[config.mk]
export PLATFORM = sky130hd
export DESIGN_NAME = hsv_to_rgb565_top
export DESIGN_NICKNAME = d
export VERILOG_FILES = /design/src/rtl/core/hsv565_pkg.sv /design/src/rtl/core/hsv565_div.sv /design/src/rtl/core/hsv_to_rgb565_top.sv
export VERILOG_INCLUDE_DIRS = /design/src /design/src/rtl/core
export SDC_FILE = /design/constraint.sdc
export NUM_CORES = 2
export LEC_CHECK = 0
export BUFFER_PORTS_ARGS = -buffer_cell sky130_fd_sc_hd__buf_2
export CORE_MARGIN = 8
export CORE_UTILIZATION = 55
export CTS_BUF_LIST = sky130_fd_sc_hd__clkbuf_2 sky130_fd_sc_hd__clkbuf_4 sky130_fd_sc_hd__clkbuf_8
export CTS_CLUSTER_DIAMETER = 40
export CTS_CLUSTER_SIZE = 14
export DETAILED_ROUTE_END_ITERATION = 10
export GPL_TIMING_DRIVEN = 0
export PLACE_DENSITY = 0.71
export SYNTH_ARGS = -nofsm -noshare
export SYNTH_HDL_FRONTEND = slang
export SYNTH_HIERARCHICAL = 1
export SYNTH_SLANG_ARGS = --single-unit
[constraint.sdc]
create_clock -name clk -period 7.4 [get_ports clk]
set_input_delay 0.74 -clock clk [delete_from_list [all_inputs] [get_ports clk]]
set_output_delay 0.74 -clock clk [all_outputs]
set_load 0.02 [all_outputs]
[src/rtl/core/hsv_to_rgb565_top_macros.svh]
// ----------------------------------------------------------------------------
// HSV to RGB565 assertion macros
// Property wrappers shared by the converter RTL; empty bodies in synthesis.
// ----------------------------------------------------------------------------
`ifndef HSV_TO_RGB565_TOP_MACROS_SVH
`define HSV_TO_RGB565_TOP_MACROS_SVH

`ifndef SYNTHESIS
// Same-cycle implication, checked while reset is released.
`define HSV565_ASSERT_IMP(lbl, ck, rn, ant, con) \
	lbl: assert property (@(posedge ck) disable iff (!(rn)) (ant) |-> (con)) \
		else $error("implication check failed");
// Next-cycle implication, checked while reset is released.
`define HSV565_ASSERT_NXT(lbl, ck, rn, ant, con) \
	lbl: assert property (@(posedge ck) disable iff (!(rn)) (ant) |=> (con)) \
		else $error("next-cycle check failed");
`else
`define HSV565_ASSERT_IMP(lbl, ck, rn, ant, con)
`define HSV565_ASSERT_NXT(lbl, ck, rn, ant, con)
`endif

`endif

[src/rtl/core/hsv565_pkg.sv]
`timescale 1ns / 1ps
// ----------------------------------------------------------------------------
// HSV to RGB565 package
// Shared constants, widths and the divider stage-enable type.
// ----------------------------------------------------------------------------
package hsv565_pkg;

	localparam int unsigned HueW     = 9;
	localparam int unsigned ChanW    = 8;
	localparam int unsigned SecW     = 3;
	localparam int unsigned RemW     = 6;
	localparam int unsigned KW       = 14;   // holds 0..15300
	localparam int unsigned XW       = 22;   // holds 0..255*15300
	localparam int unsigned RecipW   = 19;
	localparam int unsigned RecipSh  = 32;

	localparam logic [HueW-1:0]   HueWrap      = 9'd360;
	localparam logic [RemW-1:0]   DegPerSector = 6'd60;
	localparam logic [KW-1:0]     Scale        = 14'd15300;   // 255 * 60
	// floor(2^32 / 15300); the estimate it gives is low by at most one.
	localparam logic [RecipW-1:0] RecipScale   = 19'd280716;

	localparam int unsigned NumTerms = 3;

	// Per-stage load enables of the constant divider.
	typedef struct packed {
		logic s4;
		logic s5;
	} div_en_t;

endpackage

[src/rtl/core/hsv565_div.sv]
`timescale 1ns / 1ps
// ----------------------------------------------------------------------------
// HSV to RGB565 constant divider
// Two-stage floor(x / 15300): reciprocal estimate, then one correction step.
// ----------------------------------------------------------------------------
module hsv565_div (
	input  logic                                 clk,
	input  hsv565_pkg::div_en_t                  en,
	input  logic [hsv565_pkg::XW-1:0]            x,
	output logic [hsv565_pkg::ChanW-1:0]         q
);

	localparam int unsigned PW = hsv565_pkg::XW + hsv565_pkg::RecipW;

	logic [PW-1:0]                   prod;
	logic [hsv565_pkg::ChanW-1:0]    q0_s4;
	logic [hsv565_pkg::XW-1:0]       x_s4;
	logic [hsv565_pkg::XW-1:0]       resid;
	logic [hsv565_pkg::ChanW-1:0]    q_s5;

	assign prod = PW'(x) * PW'(hsv565_pkg::RecipScale);

	// The estimate never exceeds 255 because x never exceeds 255 * 15300.
	always_ff @(posedge clk) begin
		if (en.s4) begin
			q0_s4 <= prod[hsv565_pkg::RecipSh +: hsv565_pkg::ChanW];
			x_s4  <= x;
		end
	end

	assign resid = x_s4 - (hsv565_pkg::XW'(q0_s4) * hsv565_pkg::XW'(hsv565_pkg::Scale));

	always_ff @(posedge clk) begin
		if (en.s5) begin
			if (resid >= hsv565_pkg::XW'(hsv565_pkg::Scale)) begin
				q_s5 <= q0_s4 + 8'd1;
			end else begin
				q_s5 <= q0_s4;
			end
		end
	end

	assign q = q_s5;

endmodule

[src/rtl/core/hsv_to_rgb565_top.sv]
`timescale 1ns / 1ps
// ----------------------------------------------------------------------------
// HSV to RGB565 converter
// Six-stage pipeline turning one HSV pixel into a packed RGB565 word.
// ----------------------------------------------------------------------------
// The converter takes one pixel per clock while the output side keeps up and
// returns one RGB565 word per pixel, in order. The six register stages are
// the hue sector split, saturation terms, value multiply, two divider stages
// and the packed output register. Each stage has its own valid bit and loads
// whenever it is empty or its successor can move, so bubbles are squeezed out
// and a beat is still accepted while a finished word waits at the output, as
// long as some stage is empty. Hue values of 360 and above are read as 0
// degrees, and zero saturation gives a gray pixel equal to the value on all
// three channels.

`include "hsv_to_rgb565_top_macros.svh"

module hsv_to_rgb565_top (
	input  logic        clk,
	input  logic        arst_n,
	// Input beat: [8:0] hue_deg, [16:9] saturation, [24:17] brightness,
	// [31:25] zero.
	input  logic        s_tvalid,
	output logic        s_tready,
	input  logic [31:0] s_tdata,
	// Output beat: [15:0] rgb565.
	output logic        m_tvalid,
	input  logic        m_tready,
	output logic [15:0] m_tdata
);

	localparam int unsigned ChanW = hsv565_pkg::ChanW;
	localparam int unsigned KW    = hsv565_pkg::KW;
	localparam int unsigned XW    = hsv565_pkg::XW;
	localparam int unsigned SecW  = hsv565_pkg::SecW;
	localparam int unsigned RemW  = hsv565_pkg::RemW;
	localparam int unsigned HueW  = hsv565_pkg::HueW;

	// Sector codes around the hue circle.
	localparam logic [SecW-1:0] SecRed     = 3'd0;
	localparam logic [SecW-1:0] SecYellow  = 3'd1;
	localparam logic [SecW-1:0] SecGreen   = 3'd2;
	localparam logic [SecW-1:0] SecCyan    = 3'd3;
	localparam logic [SecW-1:0] SecBlue    = 3'd4;
	localparam logic [SecW-1:0] SecMagenta = 3'd5;

	// Term slots: flat, rising and falling.
	localparam int unsigned TermA = 0;
	localparam int unsigned TermC = 1;
	localparam int unsigned TermD = 2;

	// Stage load enables: a stage loads when it is empty or its successor moves.
	logic ld1, ld2, ld3, ld4, ld5, ld6;
	logic vld_s1, vld_s2, vld_s3, vld_s4, vld_s5, vld_s6;

	assign ld6 = !vld_s6 || m_tready;
	assign ld5 = !vld_s5 || ld6;
	assign ld4 = !vld_s4 || ld5;
	assign ld3 = !vld_s3 || ld4;
	assign ld2 = !vld_s2 || ld3;
	assign ld1 = !vld_s1 || ld2;

	assign s_tready = ld1;

	always_ff @(posedge clk or negedge arst_n) begin
		if (!arst_n) begin
			vld_s1 <= 1'b0;
			vld_s2 <= 1'b0;
			vld_s3 <= 1'b0;
			vld_s4 <= 1'b0;
			vld_s5 <= 1'b0;
			vld_s6 <= 1'b0;
		end else begin
			if (ld1) vld_s1 <= s_tvalid;
			if (ld2) vld_s2 <= vld_s1;
			if (ld3) vld_s3 <= vld_s2;
			if (ld4) vld_s4 <= vld_s3;
			if (ld5) vld_s5 <= vld_s4;
			if (ld6) vld_s6 <= vld_s5;
		end
	end

	// ------------------------------------------------------------------
	// Stage 1: wrap the hue and split it into a sector and a remainder.
	// ------------------------------------------------------------------
	logic [HueW-1:0]  hue_in;
	logic [ChanW-1:0] sat_in;
	logic [ChanW-1:0] val_in;
	logic [HueW-1:0]  hue_c;
	logic [SecW-1:0]  sec_c;
	logic [HueW-1:0]  rem_c;

	assign hue_in = s_tdata[8:0];
	assign sat_in = s_tdata[16:9];
	assign val_in = s_tdata[24:17];

	always_comb begin
		hue_c = (hue_in >= hsv565_pkg::HueWrap) ? '0 : hue_in;
		if (hue_c >= 9'd300) begin
			sec_c = SecMagenta;
		end else if (hue_c >= 9'd240) begin
			sec_c = SecBlue;
		end else if (hue_c >= 9'd180) begin
			sec_c = SecCyan;
		end else if (hue_c >= 9'd120) begin
			sec_c = SecGreen;
		end else if (hue_c >= 9'd60) begin
			sec_c = SecYellow;
		end else begin
			sec_c = SecRed;
		end
		rem_c = hue_c - (HueW'(sec_c) * HueW'(hsv565_pkg::DegPerSector));
	end

	logic [SecW-1:0]  sec_s1;
	logic [RemW-1:0]  rem_s1;
	logic [ChanW-1:0] sat_s1;
	logic [ChanW-1:0] val_s1;
	logic             gray_s1;

	always_ff @(posedge clk) begin
		if (ld1) begin
			sec_s1  <= sec_c;
			rem_s1  <= rem_c[RemW-1:0];
			sat_s1  <= sat_in;
			val_s1  <= val_in;
			gray_s1 <= (sat_in == '0);
		end
	end

	// ------------------------------------------------------------------
	// Stage 2: numerators over 15300. The flat term a = v*(255-s)/255 is
	// rewritten as v*(15300-60*s)/15300 so all three use the same divide by 15300.
	// ------------------------------------------------------------------
	logic [KW-1:0]    k_s2 [hsv565_pkg::NumTerms];
	logic [SecW-1:0]  sec_s2;
	logic [ChanW-1:0] val_s2;
	logic             gray_s2;
	logic [RemW-1:0]  rise_c;

	assign rise_c = hsv565_pkg::DegPerSector - rem_s1;

	always_ff @(posedge clk) begin
		if (ld2) begin
			k_s2[TermA] <= hsv565_pkg::Scale
				- (KW'(sat_s1) * KW'(hsv565_pkg::DegPerSector));
			k_s2[TermC] <= hsv565_pkg::Scale - (KW'(sat_s1) * KW'(rise_c));
			k_s2[TermD] <= hsv565_pkg::Scale - (KW'(sat_s1) * KW'(rem_s1));
			sec_s2      <= sec_s1;
			val_s2      <= val_s1;
			gray_s2     <= gray_s1;
		end
	end

	// ------------------------------------------------------------------
	// Stage 3: scale each numerator by the value.
	// ------------------------------------------------------------------
	logic [XW-1:0]    x_s3 [hsv565_pkg::NumTerms];
	logic [SecW-1:0]  sec_s3;
	logic [ChanW-1:0] val_s3;
	logic             gray_s3;

	always_ff @(posedge clk) begin
		if (ld3) begin
			for (int i = 0; i < hsv565_pkg::NumTerms; i++) begin
				x_s3[i] <= XW'(val_s2) * XW'(k_s2[i]);
			end
			sec_s3  <= sec_s2;
			val_s3  <= val_s2;
			gray_s3 <= gray_s2;
		end
	end

	// ------------------------------------------------------------------
	// Stages 4 and 5: divide each product by 15300.
	// ------------------------------------------------------------------
	hsv565_pkg::div_en_t div_en;
	logic [ChanW-1:0]    term [hsv565_pkg::NumTerms];

	assign div_en.s4 = ld4;
	assign div_en.s5 = ld5;

	for (genvar gi = 0; gi < hsv565_pkg::NumTerms; gi++) begin : g_div
		hsv565_div u_div (
			.clk (clk),
			.en  (div_en),
			.x   (x_s3[gi]),
			.q   (term[gi])
		);
	end

	logic [SecW-1:0]  sec_s4, sec_s5;
	logic [ChanW-1:0] val_s4, val_s5;
	logic             gray_s4, gray_s5;

	always_ff @(posedge clk) begin
		if (ld4) begin
			sec_s4  <= sec_s3;
			val_s4  <= val_s3;
			gray_s4 <= gray_s3;
		end
		if (ld5) begin
			sec_s5  <= sec_s4;
			val_s5  <= val_s4;
			gray_s5 <= gray_s4;
		end
	end

	// ------------------------------------------------------------------
	// Stage 6: pick the channels by sector and pack to 5/6/5 bits.
	// This register is also the output register of the stream.
	// ------------------------------------------------------------------
	logic [ChanW-1:0] red_c, grn_c, blu_c;
	logic [15:0]      rgb_s6;

	always_comb begin
		if (gray_s5) begin
			red_c = val_s5;
			grn_c = val_s5;
			blu_c = val_s5;
		end else begin
			unique case (sec_s5)
				SecRed: begin
					red_c = val_s5;       grn_c = term[TermC]; blu_c = term[TermA];
				end
				SecYellow: begin
					red_c = term[TermD];  grn_c = val_s5;      blu_c = term[TermA];
				end
				SecGreen: begin
					red_c = term[TermA];  grn_c = val_s5;      blu_c = term[TermC];
				end
				SecCyan: begin
					red_c = term[TermA];  grn_c = term[TermD]; blu_c = val_s5;
				end
				SecBlue: begin
					red_c = term[TermC];  grn_c = term[TermA]; blu_c = val_s5;
				end
				default: begin
					red_c = val_s5;       grn_c = term[TermA]; blu_c = term[TermD];
				end
			endcase
		end
	end

	always_ff @(posedge clk) begin
		if (ld6) begin
			rgb_s6 <= {red_c[7:3], grn_c[7:2], blu_c[7:3]};
		end
	end

	assign m_tvalid = vld_s6;
	assign m_tdata  = rgb_s6;

	// ------------------------------------------------------------------
	// Checks
	// ------------------------------------------------------------------
	// Input back-pressure only when every stage holds a pixel.
	`HSV565_ASSERT_IMP(a_full_stall, clk, arst_n, !s_tready,
		vld_s1 && vld_s2 && vld_s3 && vld_s4 && vld_s5 && vld_s6)
	// An accepted beat always lands in stage 1.
	`HSV565_ASSERT_NXT(a_accept_lands, clk, arst_n, s_tvalid && s_tready, vld_s1)
	// A waiting output word is never dropped by the pipeline.
	`HSV565_ASSERT_NXT(a_out_kept, clk, arst_n, vld_s6 && !m_tready, vld_s6)
	// The sector split keeps the remainder inside one sector.
	`HSV565_ASSERT_IMP(a_sector_split, clk, arst_n, vld_s1,
		(sec_s1 <= SecMagenta) && (rem_s1 < hsv565_pkg::DegPerSector))

endmodule

# Word-level counts from Yosys, hierarchy flattened
# Memories as Yosys holds them, arrays and structs flattened.
# Cells that the tools add are included.
# op_classes
n_addsub	11
mul	13
n_lt_le_gt_ge	9
n_eq_ne	4
muxes	19
reduce_logical	18
# op_table
cell	count
multiplier 22 x 17 -> 38 bit (second input constant)	3
one-hot mux 8 bit (3 select lines)	3
>= comparator 22 x 14 -> 1 bit (second input constant)	3
multiplier 8 x 14 -> 22 bit	3
subtractor 22 bit	3
multiplier 8 x 12 -> 20 bit (second input constant)	3
2-to-1 mux 8 bit	6
subtractor 14 bit (first input constant)	3
multiplier 8 x 6 -> 14 bit	2
adder 8 x 1 -> 8 bit (second input constant)	3
>= comparator 9 x 8 -> 1 bit (second input constant)	2
>= comparator 9 bit (second input constant)	2
multiplier 8 x 4 -> 12 bit (second input constant)	1
>= comparator 9 x 6 -> 1 bit (second input constant)	1
>= comparator 9 x 7 -> 1 bit (second input constant)	1
2-to-1 mux 9 bit	1
logical NOT 8 bit	1
OR reduction 2 bit	4
== test 3 x 2 -> 1 bit (second input constant)	2
logical NOT 1 bit	6
logical OR 1 bit	6
2-to-1 mux 3 bit	2
subtractor 6 bit	1
subtractor 6 bit (first input constant)	1
other kinds (6)	11
# word_totals
ff_bits	210
ramBits	108
input_bits	36
out_inout_bits	18
n_memories	2
# mem_list
name	words	word_bits	read_ports	rd_clocked_by_memory_dff	write_ports	line	source
x_s3	3	22	3	0	3	hsv_to_rgb565_top.sv:158	logic [XW-1:0] x_s3 [hsv565_pkg::NumTerms];
k_s2	3	14	3	0	3	hsv_to_rgb565_top.sv:135	logic [KW-1:0] k_s2 [hsv565_pkg::NumTerms];

# Logic depth before layout (Yosys ltp)
# logic_depth
word_depth	10
mapped_depth	27
depth_no_buf	26

# Cells and area by module
# Netlist, hierarchy kept.
# by_module_without_submodules
module	instances	cells_per_inst	area_each_um2	seq_area_each_um2
hsv_to_rgb565_top	1	2051	20986.4	5735.5
hsv565_div at g_div[1].u_div ...	2	820	8060.2	1081.0
hsv565_div at g_div[0].u_div	1	818	8016.4	1081.0

# Worst setup path after synthesis
# Ideal clock, no wire load.
# synth_path
path_kind	register to register
from	register g_div[1].u_div/q0_s4[5] (netlist bit)
to	register g_div[1].u_div.q_s5, in the netlist g_div[1].u_div/q[5], data pin
setup_ps	269
arrival_ps	5667
required_ps	7131
setup_slack_ps	1464
stages_incl_launch_ff	24
synth_period_minus_slack_ps	5936
cell_sequence	edfxtp_1 fa_1 fa_1 fa_1 inv_1 fa_1 inv_1 ha_1 a21oi_1 o21ai_0 a41o_1 xnor2_1 ha_1 clkbuf_1 a21o_1 a211oi_1 nor2_1 xor2_1 a211o_1 o22ai_1 and4b_1 buf_6 a211oi_1 xor2_1
# synth_via
elab_chain_len	4
# synth_lines
item	line	source
start: declaration	hsv565_div.sv:16	logic [hsv565_pkg::ChanW-1:0] q0_s4;
start signal: assignment	hsv565_div.sv:26	q0_s4 <= prod[hsv565_pkg::RecipSh +: hsv565_pkg::ChanW];
multiplier 8 x 12 -> 20 bit	hsv565_div.sv:31	assign resid = x_s4 - (hsv565_pkg::XW'(q0_s4) * hsv565_pkg::XW'(hsv565_pkg::Scale));
subtractor 22 bit	hsv565_div.sv:31	
>= comparator 22 x 14 -> 1 bit	hsv565_div.sv:35	if (resid >= hsv565_pkg::XW'(hsv565_pkg::Scale)) begin
2-to-1 mux 8 bit *	hsv565_div.sv:35	
end signal: assignment	hsv565_div.sv:36	q_s5 <= q0_s4 + 8'd1;
end signal: assignment	hsv565_div.sv:38	q_s5 <= q0_s4;
end: declaration	hsv565_div.sv:19	logic [hsv565_pkg::ChanW-1:0] q_s5;
# Mark *: on every way between the ends. The rest lies on a longest branch, timed or not.
# A chain may end at the register's enable or synchronous reset.

# Worst setup path after layout
# layout_path
from	register g_div[0].u_div/q0_s4[5] (netlist bit)
to	register g_div[0].u_div.q_s5, in the netlist g_div[0].u_div/q[5], data pin
# layout_via
elab_chain_len	4
# layout_lines
item	line
start: declaration	hsv565_div.sv:16
start signal: assignment	hsv565_div.sv:26
multiplier 8 x 12 -> 20 bit	hsv565_div.sv:31
subtractor 22 bit	hsv565_div.sv:31
>= comparator 22 x 14 -> 1 bit	hsv565_div.sv:35
2-to-1 mux 8 bit *	hsv565_div.sv:35
end signal: assignment	hsv565_div.sv:36
end signal: assignment	hsv565_div.sv:38
end: declaration	hsv565_div.sv:19
# Marks and branches as above.

==> summary.md <==
| Metric | Value |
|---|---|
| Final #Nets | 6003 |
| Endpoint class of the critical path | flip-flop |
| WL/cell | 16.0 um |
| First-pass GRT wire length | 153000 um |
| I/O pin count | 54 |
| Total clock sinks | slightly below 300 |
| Yosys warns | 6 |
| Post-cts sizing count | 0 |
| Die Wd | 302 um |
| Detailed-route vias per instance | 5.41 |
| Root buffer cell | clkbuf_8 |
| Die Area | 91000 sq um |
| Initial antenna violation count | 2 |
| RSZ-0062 raised after global routing | no |
| Post-DRT Antenna Nets | 0 |
| Final hold violation count | 0 |
| FMAX | 147 MHz |
| Share of cells above drive strength 1 | 4.28% |
| RD Place Congestion | 0.870 |
| # port buffers | 46 |
| Overflow after GRT | 0 |
| Critical path type | flip-flop to flip-flop |
| Fin Hold WS | 0.197 ns |
| Max-slew violation count | 0 |
| Vias | approximately 31000 |
| WP data required | 7.88 ns |
| Mapped Cells | 4494 |
| Clk_lat worst skew | 0.71 ns |
| Crit Path Max Fanout | 8 |
| CTS tree | done |
| Number of max-cap violations | 0 |
| DR DRC count | 0 |
| HP Class | input pin to flip-flop |
| Starting Density | 55.6% |
| Clk_skew | 0.0641 ns |
| Crit path DAT | 7.28 ns |
| Initial DRC count | 1577 |
| Measured slew at the worst slew-check pin | around 1.2 ns |
| Setup TNS | 0 ns |
| Period utilisation layout | about nine tenths |
| Total track usage | slightly above 20% |
| Max-Slew Margin vs Limit | 20.3% |
| TritonRoute pass-1 iters | 5 |
| Post-CTS Setup Inserts | 0 |
| Number of global-route vias before repair | 31306 |
| Startpoint Class | flip-flop |
| Flop2flop setup slack | 0.60 ns |
| Total routed wirelength | 91200 um |
| Die H | 302 um |
| Site row count | 104 |
| Mean Syn Cell Area | 9.98 sq um |
| Synthesized area | 44900 sq um |
| Largest net degree at the start of global routing | between 70 and 80 |
| # H-tree levels | 2 |
| Status | finished, final reports clean |
| Crit path time final | 6.80 ns |
| CTS buffer count | 52 |
| Maximum clock path buffer count | 3 |
| Hpwl dp | around 77000 um |
| # setup viols final | 0 |
| Core Region | 80700 sq um |
| Clk pin slew, worst setup/hold paths | approximately 0.07 ns |
| Syn-to-layout area delta | 6.57% |
worst max-delay path, stage by stage, from the launching register on:
cell      delay, ns
edfxtp_1       0.61
fa_1           0.70
inv_1          0.09
fa_1           0.53
inv_1          0.05
fa_1           0.52
fa_1           0.50
ha_1           0.38
o21ai_0        0.14
a21oi_1        0.20
o21ai_0        0.13
a21oi_1        0.22
nor2_1         0.08
xor2_1         0.15
ha_1           0.38
o21a_1         0.15
nor2_1         0.06
o32ai_1        0.51
or3_1          0.18
o21ai_0        0.09
a31oi_2        0.45
o21ai_1        0.13
xnor2_1        0.36
placed cells by master, fill, tap and decap left out, drive strengths merged, types with 9 or more instances in the layout:
cell / count
or3: 16
o22ai: 17
nor3: 45
a211oi: 34
a31oi: 19
xnor2: 124
clkinv: 15
a21o: 51
ha: 833
o2111ai: 10
inv: 999
edfxtp: 288
a21oi: 179
buf: 53
conb: 9
clkbuf: 124
a21boi: 10
nand3: 48
o31ai: 20
nand2b: 41
nand4: 25
a221oi: 14
or2: 13
o21a: 37
fa: 528
o21bai: 17
nor2b: 34
mux2i: 24
nor2: 122
and3: 19
a311oi: 9
o211ai: 14
xor2: 62
nand2: 269
a211o: 12
o21ai: 137
a2111oi: 12
and2: 247
nor4: 9
registers in the layout, indices dropped and copies added, names as in the netlist, 16 cells and up:
name	count
g_div.u_div/q0_s4	24
x_s3	63
g_div.u_div/x_s4	60
g_div.u_div/q	18
k_s2	39
m_tdata	16
final timing paths:
check                                         from  cells past startpoint                   to
min                                    s_tdata[24]                      1            val_s1[7]
max reg2reg                g_div[0].u_div/q0_s4[5]                     22  g_div[0].u_div/q[5]
max                        g_div[0].u_div/q0_s4[5]                     22  g_div[0].u_div/q[5]
max in group asynchronous                   arst_n                      2             m_tvalid
min reg2reg                              val_s4[3]                      0            val_s5[3]
min in group asynchronous                   arst_n                      2               vld_s5
per-stage QoR:
stage / area (sq um) / utilization (%) / instances / setup WS (ns)
final: 47800 / 59.3 / 5712 / 0.602
after global routing: 47800 / 59.3 / 5710 / 0.167
after CTS: 47800 / 59.3 / 5709 / 0.571
after detailed placement: 46500 / 57.7 / 5611 / 0.585
after global placement: 46500 / 57.6 / 5608 / 0.607
after floorplan: 44900 / - / 4502 / 1.48
area by class of cell:
class	count	area (sq um)
inverters	980	3680
repair buffers	50	315
plain buffers	75	300
multi-input cells	3153	32100
flip-flops and latches	294	8800
clock buffers	53	723
fillers	6895	32900
diodes	3	7.51
well taps	1060	1330
clock inverters	44	528
repair_timing:
action,CTS,global route
hold endpoints to repair,6,0
hold buffers,1,0
setup endpoints to repair,0,0
routing by layer:
layer	part of all wire (%)	vias to the layer above	track usage [%]
met5	0.014	-	0
met1	45	15045	27.4
met2	48	541	35.0
met4	2.6	2	5.76
li1	-	15154	-
met3	4.1	152	2.59
Power is left out: the tool's default activity adds up to more than one toggle a clock period on the data nets, which glitch-free logic cannot reach.
